[config.mk]
export PLATFORM = sky130hd
export DESIGN_NAME = nmea_rmc_speed_extractor_flat
export DESIGN_NICKNAME = d
export VERILOG_FILES = /design/src/rtl/nrmc_pkg.sv /design/src/rtl/nrmc_ifs.sv /design/src/rtl/nrmc_parser.sv /design/src/rtl/nrmc_scaler.sv /design/src/rtl/nmea_rmc_speed_extractor.sv /design/src/flat_wrapper.sv
export SDC_FILE = /design/constraint.sdc
export NUM_CORES = 1
export LEC_CHECK = 0
export BUFFER_PORTS_ARGS = -buffer_cell sky130_fd_sc_hd__buf_2
export CAP_MARGIN = 30
export CORE_AREA = 10 10 203 205
export CTS_BUF_LIST = sky130_fd_sc_hd__clkbuf_16
export CTS_CLUSTER_DIAMETER = 100
export DETAILED_ROUTE_END_ITERATION = 10
export DIE_AREA = 0 0 213 215
export PLACE_DENSITY = 0.77
export SYNTH_ARGS = -nofsm -noshare
export SYNTH_HDL_FRONTEND = slang
export SYNTH_SLANG_ARGS = --single-unit
[constraint.sdc]
create_clock -name clk -period 10.9 [get_ports clk]
set_clock_uncertainty 0.1 [all_clocks]
set_input_delay 1.635 -clock clk [delete_from_list [all_inputs] [get_ports clk]]
set_output_delay 1.635 -clock clk [all_outputs]
set_load 0.005 [all_outputs]
[src/rtl/nrmc_pkg.sv]
// ---------------------------------------------------------------------------
// NMEA RMC speed extractor package
// Widths, character codes, field numbers and shared types.
// ---------------------------------------------------------------------------
package nrmc_pkg;

    localparam int BYTE_W  = 8;
    localparam int KNOTS_W = 20;
    localparam int SCALE_W = 17;
    localparam int SPEED_W = 21;
    localparam int PROD_W  = KNOTS_W + SCALE_W;
    localparam int FIELD_W = 4;
    localparam int HDR_W   = 3;

    localparam int FRACTION_DIGITS = 3;
    localparam logic [1:0] FRAC_LIMIT =
        (FRACTION_DIGITS > 3) ? 2'd3 : 2'(FRACTION_DIGITS);

    localparam logic [SCALE_W-1:0] SCALE_RESET = SCALE_W'(75417);
    localparam logic [KNOTS_W-1:0] KNOTS_MAX   = KNOTS_W'(999999);
    localparam logic [PROD_W-1:0]  ROUND_HALF  = PROD_W'(32768);
    localparam int                 FRAC_SHIFT  = 16;

    localparam logic [FIELD_W-1:0] STATUS_FIELD = 4'd2;
    localparam logic [FIELD_W-1:0] SPEED_FIELD  = 4'd7;
    localparam logic [FIELD_W-1:0] FIELD_MAX    = 4'd15;
    localparam logic [FIELD_W-1:0] FIELD_FIRST  = 4'd1;
    localparam logic [HDR_W-1:0]   HDR_LAST     = 3'd6;

    localparam logic [BYTE_W-1:0] CH_DOLLAR = 8'h24;
    localparam logic [BYTE_W-1:0] CH_STAR   = 8'h2A;
    localparam logic [BYTE_W-1:0] CH_COMMA  = 8'h2C;
    localparam logic [BYTE_W-1:0] CH_POINT  = 8'h2E;
    localparam logic [BYTE_W-1:0] CH_ZERO   = 8'h30;
    localparam logic [BYTE_W-1:0] CH_NINE   = 8'h39;
    localparam logic [BYTE_W-1:0] CH_A      = 8'h41;
    localparam logic [BYTE_W-1:0] CH_V      = 8'h56;
    localparam logic [BYTE_W-1:0] CH_CR     = 8'h0D;
    localparam logic [BYTE_W-1:0] CH_LF     = 8'h0A;
    localparam logic [BYTE_W-1:0] CH_G      = 8'h47;
    localparam logic [BYTE_W-1:0] CH_P      = 8'h50;
    localparam logic [BYTE_W-1:0] CH_R      = 8'h52;
    localparam logic [BYTE_W-1:0] CH_M      = 8'h4D;
    localparam logic [BYTE_W-1:0] CH_C      = 8'h43;

    typedef struct packed {
        logic [KNOTS_W-1:0] knots_milli;
        logic               no_fix;
    } nrmc_event_t;

    // expected character at each position of "$GPRMC,"
    function automatic logic [BYTE_W-1:0] hdr_char(input logic [HDR_W-1:0] idx);
        logic [BYTE_W-1:0] c;
        unique case (idx)
            3'd0:    c = CH_DOLLAR;
            3'd1:    c = CH_G;
            3'd2:    c = CH_P;
            3'd3:    c = CH_R;
            3'd4:    c = CH_M;
            3'd5:    c = CH_C;
            3'd6:    c = CH_COMMA;
            default: c = '0;
        endcase
        return c;
    endfunction

    // place value of a fraction digit in thousandths
    function automatic logic [6:0] frac_weight(input logic [1:0] pos);
        logic [6:0] w;
        unique case (pos)
            2'd0:    w = 7'd100;
            2'd1:    w = 7'd10;
            2'd2:    w = 7'd1;
            default: w = 7'd0;
        endcase
        return w;
    endfunction

endpackage

[src/rtl/nrmc_ifs.sv]
// ---------------------------------------------------------------------------
// NMEA RMC speed extractor channels
// Valid/ready channels for received bytes and for speed results.
// ---------------------------------------------------------------------------
interface nrmc_byte_if;
    logic                         valid;
    logic                         ready;
    logic [nrmc_pkg::BYTE_W-1:0]  rx_byte;

    modport source (output valid, output rx_byte, input ready);
    modport sink   (input valid, input rx_byte, output ready);
endinterface

interface nrmc_speed_if;
    logic                         valid;
    logic                         ready;
    logic [nrmc_pkg::SPEED_W-1:0] speed_milli_mph;
    logic                         fix_status;

    modport source (output valid, output speed_milli_mph, output fix_status, input ready);
    modport sink   (input valid, input speed_milli_mph, input fix_status, output ready);
endinterface

[src/rtl/nrmc_parser.sv]
// ---------------------------------------------------------------------------
// NMEA RMC byte parser
// Header match, field counting, status and speed accumulation; one byte per
// cycle unless stalled. A '*' inside a sentence loads the event register.
// ---------------------------------------------------------------------------
module nrmc_parser
#(
    parameter int FRACTION_DIGITS = nrmc_pkg::FRACTION_DIGITS
)
(
    input  logic                  clk,
    input  logic                  rst_n,
    nrmc_byte_if.sink             rx,
    output logic                  ev_valid,
    output nrmc_pkg::nrmc_event_t ev,
    input  logic                  ev_ready
);

    localparam logic [1:0] FRAC_LIMIT =
        (FRACTION_DIGITS > 3) ? 2'd3 : 2'(FRACTION_DIGITS);

    logic [nrmc_pkg::HDR_W-1:0]   header_index_reg, header_index_next;
    logic                         in_sentence_reg, in_sentence_next;
    logic [nrmc_pkg::FIELD_W-1:0] field_count_reg, field_count_next;
    logic                         status_valid_reg, status_valid_next;
    logic [nrmc_pkg::KNOTS_W-1:0] knots_milli_reg, knots_milli_next;
    logic [1:0]                   fraction_digits_reg, fraction_digits_next;
    logic                         seen_point_reg, seen_point_next;
    logic                         ev_valid_reg, ev_valid_next;
    nrmc_pkg::nrmc_event_t        ev_reg, ev_next;

    logic                         accept;
    logic                         fire;
    logic [nrmc_pkg::BYTE_W-1:0]  b;
    logic                         is_digit;
    logic [3:0]                   digit;
    logic [23:0]                  int_sum;
    logic [10:0]                  frac_term;
    logic [20:0]                  frac_sum;

    assign b        = rx.rx_byte;
    assign rx.ready = !ev_valid_reg || ev_ready;
    assign accept   = rx.valid && rx.ready;
    assign is_digit = (b >= nrmc_pkg::CH_ZERO) && (b <= nrmc_pkg::CH_NINE);
    assign digit    = 4'(b - nrmc_pkg::CH_ZERO);
    assign int_sum  = {4'b0, knots_milli_reg} * 24'd10 + {20'b0, digit} * 24'd1000;
    assign frac_term = {7'b0, digit} * {4'b0, nrmc_pkg::frac_weight(fraction_digits_reg)};
    assign frac_sum  = {1'b0, knots_milli_reg} + {10'b0, frac_term};

    always_comb
    begin
        header_index_next    = header_index_reg;
        in_sentence_next     = in_sentence_reg;
        field_count_next     = field_count_reg;
        status_valid_next    = status_valid_reg;
        knots_milli_next     = knots_milli_reg;
        fraction_digits_next = fraction_digits_reg;
        seen_point_next      = seen_point_reg;
        fire                 = 1'b0;

        if (accept) begin
            if (b == nrmc_pkg::CH_DOLLAR) begin
                in_sentence_next  = 1'b0;
                header_index_next = 3'd1;
            end else if (!in_sentence_reg) begin
                if (header_index_reg != 3'd0 && header_index_reg <= nrmc_pkg::HDR_LAST &&
                    b == nrmc_pkg::hdr_char(header_index_reg)) begin
                    if (header_index_reg == nrmc_pkg::HDR_LAST) begin
                        in_sentence_next     = 1'b1;
                        header_index_next    = 3'd0;
                        field_count_next     = nrmc_pkg::FIELD_FIRST;
                        status_valid_next    = 1'b0;
                        knots_milli_next     = '0;
                        fraction_digits_next = 2'd0;
                        seen_point_next      = 1'b0;
                    end else begin
                        header_index_next = header_index_reg + 3'd1;
                    end
                end else begin
                    header_index_next = 3'd0;
                end
            end else if (b == nrmc_pkg::CH_CR || b == nrmc_pkg::CH_LF) begin
                in_sentence_next  = 1'b0;
                header_index_next = 3'd0;
            end else if (b == nrmc_pkg::CH_STAR) begin
                fire              = 1'b1;
                in_sentence_next  = 1'b0;
                header_index_next = 3'd0;
            end else if (b == nrmc_pkg::CH_COMMA) begin
                if (field_count_reg != nrmc_pkg::FIELD_MAX)
                    field_count_next = field_count_reg + 4'd1;
            end else if (field_count_reg == nrmc_pkg::STATUS_FIELD) begin
                if (b == nrmc_pkg::CH_A)
                    status_valid_next = 1'b1;
                else if (b == nrmc_pkg::CH_V)
                    status_valid_next = 1'b0;
            end else if (field_count_reg == nrmc_pkg::SPEED_FIELD) begin
                if (b == nrmc_pkg::CH_POINT) begin
                    seen_point_next = 1'b1;
                end else if (is_digit) begin
                    if (!seen_point_reg) begin
                        knots_milli_next = (int_sum > {4'b0, nrmc_pkg::KNOTS_MAX}) ?
                            nrmc_pkg::KNOTS_MAX : int_sum[nrmc_pkg::KNOTS_W-1:0];
                    end else if (fraction_digits_reg < FRAC_LIMIT) begin
                        knots_milli_next = (frac_sum > {1'b0, nrmc_pkg::KNOTS_MAX}) ?
                            nrmc_pkg::KNOTS_MAX : frac_sum[nrmc_pkg::KNOTS_W-1:0];
                        fraction_digits_next = fraction_digits_reg + 2'd1;
                    end
                end
            end
        end
    end

    always_comb
    begin
        ev_next = ev_reg;
        if (fire) begin
            ev_valid_next       = 1'b1;
            ev_next.knots_milli = knots_milli_reg;
            ev_next.no_fix      = !status_valid_reg;
        end else if (ev_ready) begin
            ev_valid_next = 1'b0;
        end else begin
            ev_valid_next = ev_valid_reg;
        end
    end

    always_ff @(posedge clk or negedge rst_n)
    begin
        if (!rst_n) begin
            header_index_reg    <= '0;
            in_sentence_reg     <= 1'b0;
            field_count_reg     <= '0;
            status_valid_reg    <= 1'b0;
            knots_milli_reg     <= '0;
            fraction_digits_reg <= 2'd0;
            seen_point_reg      <= 1'b0;
            ev_valid_reg        <= 1'b0;
        end else begin
            header_index_reg    <= header_index_next;
            in_sentence_reg     <= in_sentence_next;
            field_count_reg     <= field_count_next;
            status_valid_reg    <= status_valid_next;
            knots_milli_reg     <= knots_milli_next;
            fraction_digits_reg <= fraction_digits_next;
            seen_point_reg      <= seen_point_next;
            ev_valid_reg        <= ev_valid_next;
        end
    end

    always_ff @(posedge clk)
    begin
        ev_reg <= ev_next;
    end

    assign ev_valid = ev_valid_reg;
    assign ev       = ev_reg;

endmodule

[src/rtl/nrmc_scaler.sv]
// ---------------------------------------------------------------------------
// NMEA RMC speed scaler
// Knots times Q16 scale, registered product, then rounding into the result
// register.
// ---------------------------------------------------------------------------
module nrmc_scaler
(
    input  logic                          clk,
    input  logic                          rst_n,
    input  logic                          ev_valid,
    input  nrmc_pkg::nrmc_event_t         ev,
    output logic                          ev_ready,
    input  logic [nrmc_pkg::SCALE_W-1:0]  scale,
    nrmc_speed_if.source                  speed
);

    logic                          mul_valid_reg, mul_valid_next;
    logic [nrmc_pkg::PROD_W-1:0]   mul_prod_reg;
    logic                          mul_no_fix_reg;
    logic                          out_valid_reg, out_valid_next;
    logic [nrmc_pkg::SPEED_W-1:0]  out_speed_reg;
    logic                          out_fix_reg;

    logic                          adv_out;
    logic                          adv_mul;
    logic [nrmc_pkg::PROD_W-1:0]   rounded;

    assign adv_out  = !out_valid_reg || speed.ready;
    assign adv_mul  = !mul_valid_reg || adv_out;
    assign ev_ready = adv_mul;
    assign rounded  = mul_prod_reg + nrmc_pkg::ROUND_HALF;

    always_comb
    begin
        mul_valid_next = adv_mul ? ev_valid : mul_valid_reg;
        out_valid_next = adv_out ? mul_valid_reg : out_valid_reg;
    end

    always_ff @(posedge clk or negedge rst_n)
    begin
        if (!rst_n) begin
            mul_valid_reg <= 1'b0;
            out_valid_reg <= 1'b0;
        end else begin
            mul_valid_reg <= mul_valid_next;
            out_valid_reg <= out_valid_next;
        end
    end

    always_ff @(posedge clk)
    begin
        if (adv_mul && ev_valid) begin
            mul_prod_reg   <= {{nrmc_pkg::SCALE_W{1'b0}}, ev.knots_milli} *
                              {{nrmc_pkg::KNOTS_W{1'b0}}, scale};
            mul_no_fix_reg <= ev.no_fix;
        end
        if (adv_out && mul_valid_reg) begin
            out_speed_reg <= mul_no_fix_reg ? '0 :
                rounded[nrmc_pkg::FRAC_SHIFT +: nrmc_pkg::SPEED_W];
            out_fix_reg   <= mul_no_fix_reg;
        end
    end

    assign speed.valid           = out_valid_reg;
    assign speed.speed_milli_mph = out_speed_reg;
    assign speed.fix_status      = out_fix_reg;

endmodule

[src/rtl/nmea_rmc_speed_extractor.sv]
// ---------------------------------------------------------------------------
// NMEA RMC speed extractor
// Parses $GPRMC sentences from a byte stream and reports speed in milli-mph.
// ---------------------------------------------------------------------------
// Usage:
//   rx    : one ASCII byte per transfer. Bytes are taken one per cycle while ready.
//   speed : one transfer per sentence that a '*' closes; speed in
//           thousandths of mph and fix_status (1 = no fix, speed then zero).
//   cfg_wr_en / cfg_wr_data : Q16 knots-to-mph scale, written while idle.
// Path: the '*' transfer loads the event register, then the product register,
//   then the result register, which offers the result.
//   Throughput: 1 byte per cycle while rx.ready is high.
// Stall: the three registers form a short queue; rx stays ready while any
//   stage is free, so up to three results may be pending before rx.ready
//   drops. Back-to-back '*' bytes are taken at full rate.
// Reset: parser back to hunting for '$', no pending result, scale 75417.
// ---------------------------------------------------------------------------
module nmea_rmc_speed_extractor
#(
    parameter int FRACTION_DIGITS = nrmc_pkg::FRACTION_DIGITS
)
(
    input  logic                          clk,
    input  logic                          rst_n,
    nrmc_byte_if.sink                     rx,
    nrmc_speed_if.source                  speed,
    input  logic                          cfg_wr_en,
    input  logic [nrmc_pkg::SCALE_W-1:0]  cfg_wr_data
);

    logic [nrmc_pkg::SCALE_W-1:0] scale_reg, scale_next;
    logic                         ev_valid;
    logic                         ev_ready;
    nrmc_pkg::nrmc_event_t        ev;

    assign scale_next = cfg_wr_en ? cfg_wr_data : scale_reg;

    always_ff @(posedge clk or negedge rst_n)
    begin
        if (!rst_n)
            scale_reg <= nrmc_pkg::SCALE_RESET;
        else
            scale_reg <= scale_next;
    end

    nrmc_parser
    #(
        .FRACTION_DIGITS (FRACTION_DIGITS)
    )
    u_parser
    (
        .clk      (clk),
        .rst_n    (rst_n),
        .rx       (rx),
        .ev_valid (ev_valid),
        .ev       (ev),
        .ev_ready (ev_ready)
    );

    nrmc_scaler u_scaler
    (
        .clk      (clk),
        .rst_n    (rst_n),
        .ev_valid (ev_valid),
        .ev       (ev),
        .ev_ready (ev_ready),
        .scale    (scale_reg),
        .speed    (speed)
    );

endmodule

[src/flat_wrapper.sv]
// flat-port wrapper written by rule: the top's interface ports become plain ports
module nmea_rmc_speed_extractor_flat 
#(
    parameter int FRACTION_DIGITS = nrmc_pkg::FRACTION_DIGITS
)
  (clk, rst_n, cfg_wr_en, cfg_wr_data, rx_valid, rx_rx_byte, rx_ready, speed_valid, speed_speed_milli_mph, speed_fix_status, speed_ready);
  nrmc_byte_if rx_i ();
  nrmc_speed_if speed_i ();
  input  logic clk;
  input  logic rst_n;
  input  logic cfg_wr_en;
  input  logic [nrmc_pkg::SCALE_W-1:0] cfg_wr_data;
  input wire logic [$bits(rx_i.valid)-1:0] rx_valid;
  input wire logic [$bits(rx_i.rx_byte)-1:0] rx_rx_byte;
  output wire logic [$bits(rx_i.ready)-1:0] rx_ready;
  output wire logic [$bits(speed_i.valid)-1:0] speed_valid;
  output wire logic [$bits(speed_i.speed_milli_mph)-1:0] speed_speed_milli_mph;
  output wire logic [$bits(speed_i.fix_status)-1:0] speed_fix_status;
  input wire logic [$bits(speed_i.ready)-1:0] speed_ready;
  assign rx_i.valid = rx_valid;
  assign rx_i.rx_byte = rx_rx_byte;
  assign rx_ready = rx_i.ready;
  assign speed_valid = speed_i.valid;
  assign speed_speed_milli_mph = speed_i.speed_milli_mph;
  assign speed_fix_status = speed_i.fix_status;
  assign speed_i.ready = speed_ready;
  nmea_rmc_speed_extractor #(.FRACTION_DIGITS(FRACTION_DIGITS)) u_core (.clk(clk), .rst_n(rst_n), .rx(rx_i), .speed(speed_i), .cfg_wr_en(cfg_wr_en), .cfg_wr_data(cfg_wr_data));
endmodule
==> results.md <==
Yosys:
- For this run, the register share of the synthesized area comes to 0.169.
- The synthesized flop and latch total is 118.
- After technology mapping, the gate count stands at 2149.
- The total number of yosys warnings is 0.
- The count of flip-flops with a built-in enable after synthesis is 66.
- The number of library cell types mapped by synthesis is 84.
- The total nets after synthesis is 2676.
- The share of synthesized registers carrying an async set or reset is 0.441.
- After synthesis the cells add up to 19500 um^2.
- The mean area per synthesized cell is 9.08 um^2.
- For this run, the leading register cell type out of synthesis is edfxtp_1.

STA:
- The final number of hold-violating endpoints came to 0.
- The final critical path time including I/O delays and setup is 7.58 ns.
- The worst path meets setup with 3.32 ns of slack.
- The total negative setup slack is 0 ns.
- Of the available clock period, the critical path in the final layout requires 0.696.
- The slew of the pin with the lowest slew margin is 0.908 ns.
- The normalized max-slew margin is 0.395.
- The fmax is 0.132 GHz.
- The final number of max-transition violations came to 0.
- Setup violations remaining at the end of the flow were counted as 0.
- Setup repair after global routing left no endpoint under its margin.

Pwr:
- The net switching component of the power is 3.53 mW.
- Cell internal power was estimated by the tool at 3.70 mW.
- The part of the total power dissipated in sequential elements is 0.120.
- The fraction of power consumed by the clock network is 0.079.
- The net switching fraction of the power is 0.488.
- In this run the static leakage power is 10.3 nW.
- The power density of the placed cells is 350 nW/um^2.
- The worst IR drop on VDD is 0.575 mV.
- The combinational share of power is 0.801.

Final layout:
- In the final layout, the multi-input gates occupy 14300 um^2.
- The synthesis-to-finish area growth is 5.88%.
- Once layout is complete, the utilization of the core stands at 0.555.
- The number of flip-flops in the largest register is 22.
- The filler cell count is 3213.
- The total inserted antenna cells is 0.
- Leaving out fill and tap cells, the most frequent cell in the layout is inv_1.
- In the final layout, the share of cells above drive strength 1 is 0.0639.
- The sequential cell area is 3290 um^2.
- The library cells used most frequently in the layout, excluding fill and tap cells, are 410 x inv_1, 321 x nand2_1, 290 x fa_1.
- The net count of the finished layout is 2658.

Floorplan:
- The floorplan step defined a die boundary enclosing 45800 um^2.
- The floorplan step set the die width to 213 um.
- The initial utilization of the core area, before any placement, comes to 0.524.
- The boundary pin count is 54.
- The core region is 37200 um^2.
- The y dimension of the die is 215 um.
- After floorplanning, the core was divided into 71 placement rows.

Route:
- The first TritonRoute pass finished after 5 iterations.
- The DRC marker count from the first detailed-route iteration is 916.
- For this block, the routed nets add up to 44300 um of wire.
- The remaining antenna violation count is 0.
- After detailed routing, the number of remaining DRC violations is 0.
- The detail-routed via count per cell is 5.54.
- The routed length per placed instance is 16.9 um.
- The routed layout has 14500 vias.

Place:
- The count of input and output buffers is 53.
- The final weighted congestion in routability-driven placement is 0.923.
- The HPWL after detailed placement is 35800 um.
- Prior to clock tree synthesis, the placed netlist has a worst setup slack of 3.35 ns.

Worst hold path:
- The class of the tightest hold or removal check is reg -> reg.

CTS:
- The H-tree was split into 4 levels.
- After clock tree synthesis, the repair step resized 0 gates.
- The count of hold buffers inserted by post-cts repair is 0.
- In this run the post-CTS setup repair buffer count came out at 0.
- The clock latency on the worst-skew pair is 0.44 ns.
- TritonCTS built the clock tree.
- The clock passes through at most 2 buffers.
- The clock edge transition at the registers on the reported setup and hold paths is 0.07 ns.
- The clock tree root buffer cell is clkbuf_16.
- The number of clock buffers added by TritonCTS is 17.
- The clock sink total is 118.

Setup path:
- For the worst setup path, the data arrival time is 7.67 ns.
- In this run the worst path has a maximum fanout of 21.
- For flop-to-flop paths, the worst setup slack is 3.32 ns.
- The required time of the worst setup path is 10.98 ns.
- The critical path launch point type is a register.
- The worst setup path is of the reg -> reg kind.
- The worst setup path is captured at a register.

Global routing:
- For this run, global-route usage on met2 was measured as 0.346.
- The initial antenna violation count was 1.
- The via count of the first global-routing pass is 15300.
- For this run, the total global-route usage over all layers was measured as 0.202.
- The most utilized layer in the global route result is met2.
- The met1 capacity usage during global routing is 0.257.
- For this run, global-route usage on met3 was measured as 0.0285.
- The total congestion overflow after global routing is 0.
- The wire length of the first global-routing pass is 75700 um.
- The maximum number of pins on one net before global-route repair is 53.

Outcome:
- The flow ran to the end, and the final reports show no timing, DRC or antenna violations.

Flow run:
- The reported max-cap violation count is 0.
layout make-up:
class	instances	area share
well taps	474	0.0287
multi-input cells	1527	0.693
inverters	410	0.0745
flip-flops and latches	118	0.159
clock inverters	14	0.00666
clock buffers	18	0.0218
repair buffers	57	0.0161
layer usage:
metal / vias up / routed length, um
li1: 6763 / -
met1: 7260 / 18500
met2: 400 / 22300
met3: 69 / 2410
met4: 2 / 1050
met5: - / 11
power by group through the flow:
stage | Clock [mW] | Sequential, mW | Combinational, mW
after floorplan | 0 | 0.823 | 4.53
after global placement | 0 | 0.869 | 5.47
after detailed placement | 0 | 0.871 | 5.71
after CTS | 0.582 | 0.862 | 5.88
after global routing | 0.604 | 0.869 | 6.67
final | 0.572 | 0.865 | 5.79
cell usage after synthesis, types with 5 or more instances:
cell | instances | area (um^2)
inv_1 | 409 | 1540
nand2_1 | 321 | 1200
fa_1 | 290 | 5810
ha_1 | 207 | 2590
and2_1 | 117 | 732
nor2_1 | 85 | 319
clkbuf_1 | 84 | 315
edfxtp_1 | 66 | 1980
a21oi_1 | 60 | 300
xnor2_1 | 55 | 482
o21ai_0 | 54 | 270
dfrtp_1 | 44 | 1100
xor2_1 | 38 | 333
a21o_1 | 22 | 165
nor3_1 | 21 | 105
nand3_1 | 20 | 100
o21a_1 | 18 | 135
and3_1 | 17 | 106
mux2_2 | 17 | 191
nand4_1 | 15 | 93.8
nand2b_1 | 14 | 87.6
nor2b_1 | 13 | 81.3
o31ai_1 | 10 | 75.1
a211oi_1 | 9 | 67.6
o221ai_1 | 9 | 78.8
buf_2 | 8 | 40.0
dfstp_2 | 8 | 210
a31oi_1 | 7 | 43.8
nand3b_1 | 7 | 52.6
or3_1 | 7 | 43.8
o211ai_1 | 6 | 45.0
o22ai_1 | 6 | 37.5
a31o_2 | 5 | 43.8
cell families after synthesis:
group / synth area share
and+or+nand+nor: 0.163
DFF: 0.169
adders and majority gates: 0.430
AOI/OAI and AO/OA: 0.0872
xor gates and xnor gates: 0.0426
muxes: 0.0108
buffers and inverters: 0.0978
final timing paths:
| kind | startpoint | endpoint | depth (start not counted) |
|---|---|---|---|
| hold / removal | u_core.u_parser.ev_valid | u_core.u_scaler.mul_valid_reg | 1 |
| setup reg to reg | u_core.scale_reg[5] | u_core.u_scaler.mul_prod_reg[36] | 22 |
| setup / recovery | u_core.scale_reg[5] | u_core.u_scaler.mul_prod_reg[36] | 22 |
| max in group asynchronous | rst_n | u_core.u_parser.knots_milli_reg[15] | 2 |
| min in group asynchronous | rst_n | u_core.scale_reg[15] | 2 |
| hold reg to reg | u_core.u_parser.ev_valid | u_core.u_scaler.mul_valid_reg | 1 |
stage by stage:
stage          area, um^2  std cells  hold slack, ns  total power, mW
2_1_floorplan       19500       2149           0.300             5.35
3_3_place_gp        20000       2584           0.376             6.34
3_5_place_dp        20100       2585           0.384             6.58
4_1_cts             20600       2617           0.399             7.33
5_1_grt             20700       2618           0.426             8.14
6_report            20700       2618           0.397             7.23
critical path, cell delays in order (launching register included):
cell and delay [ns]:
dfrtp_1 0.84, nand2_1 0.17, fa_1 0.52, inv_1 0.06, fa_1 0.52, inv_1 0.05
fa_1 0.47, fa_1 0.50, inv_1 0.06, fa_1 0.50, fa_1 0.51, ha_1 0.34
nand3_1 0.12, o22ai_1 0.09, a311oi_1 0.67, a211oi_1 0.27, o21bai_1 0.30, a31oi_1 0.19
a21o_1 0.23, a21o_1 0.19, and2_1 0.18, o41ai_1 0.32, xnor2_1 0.10
Note: power is estimated with default switching activity, not from simulation.
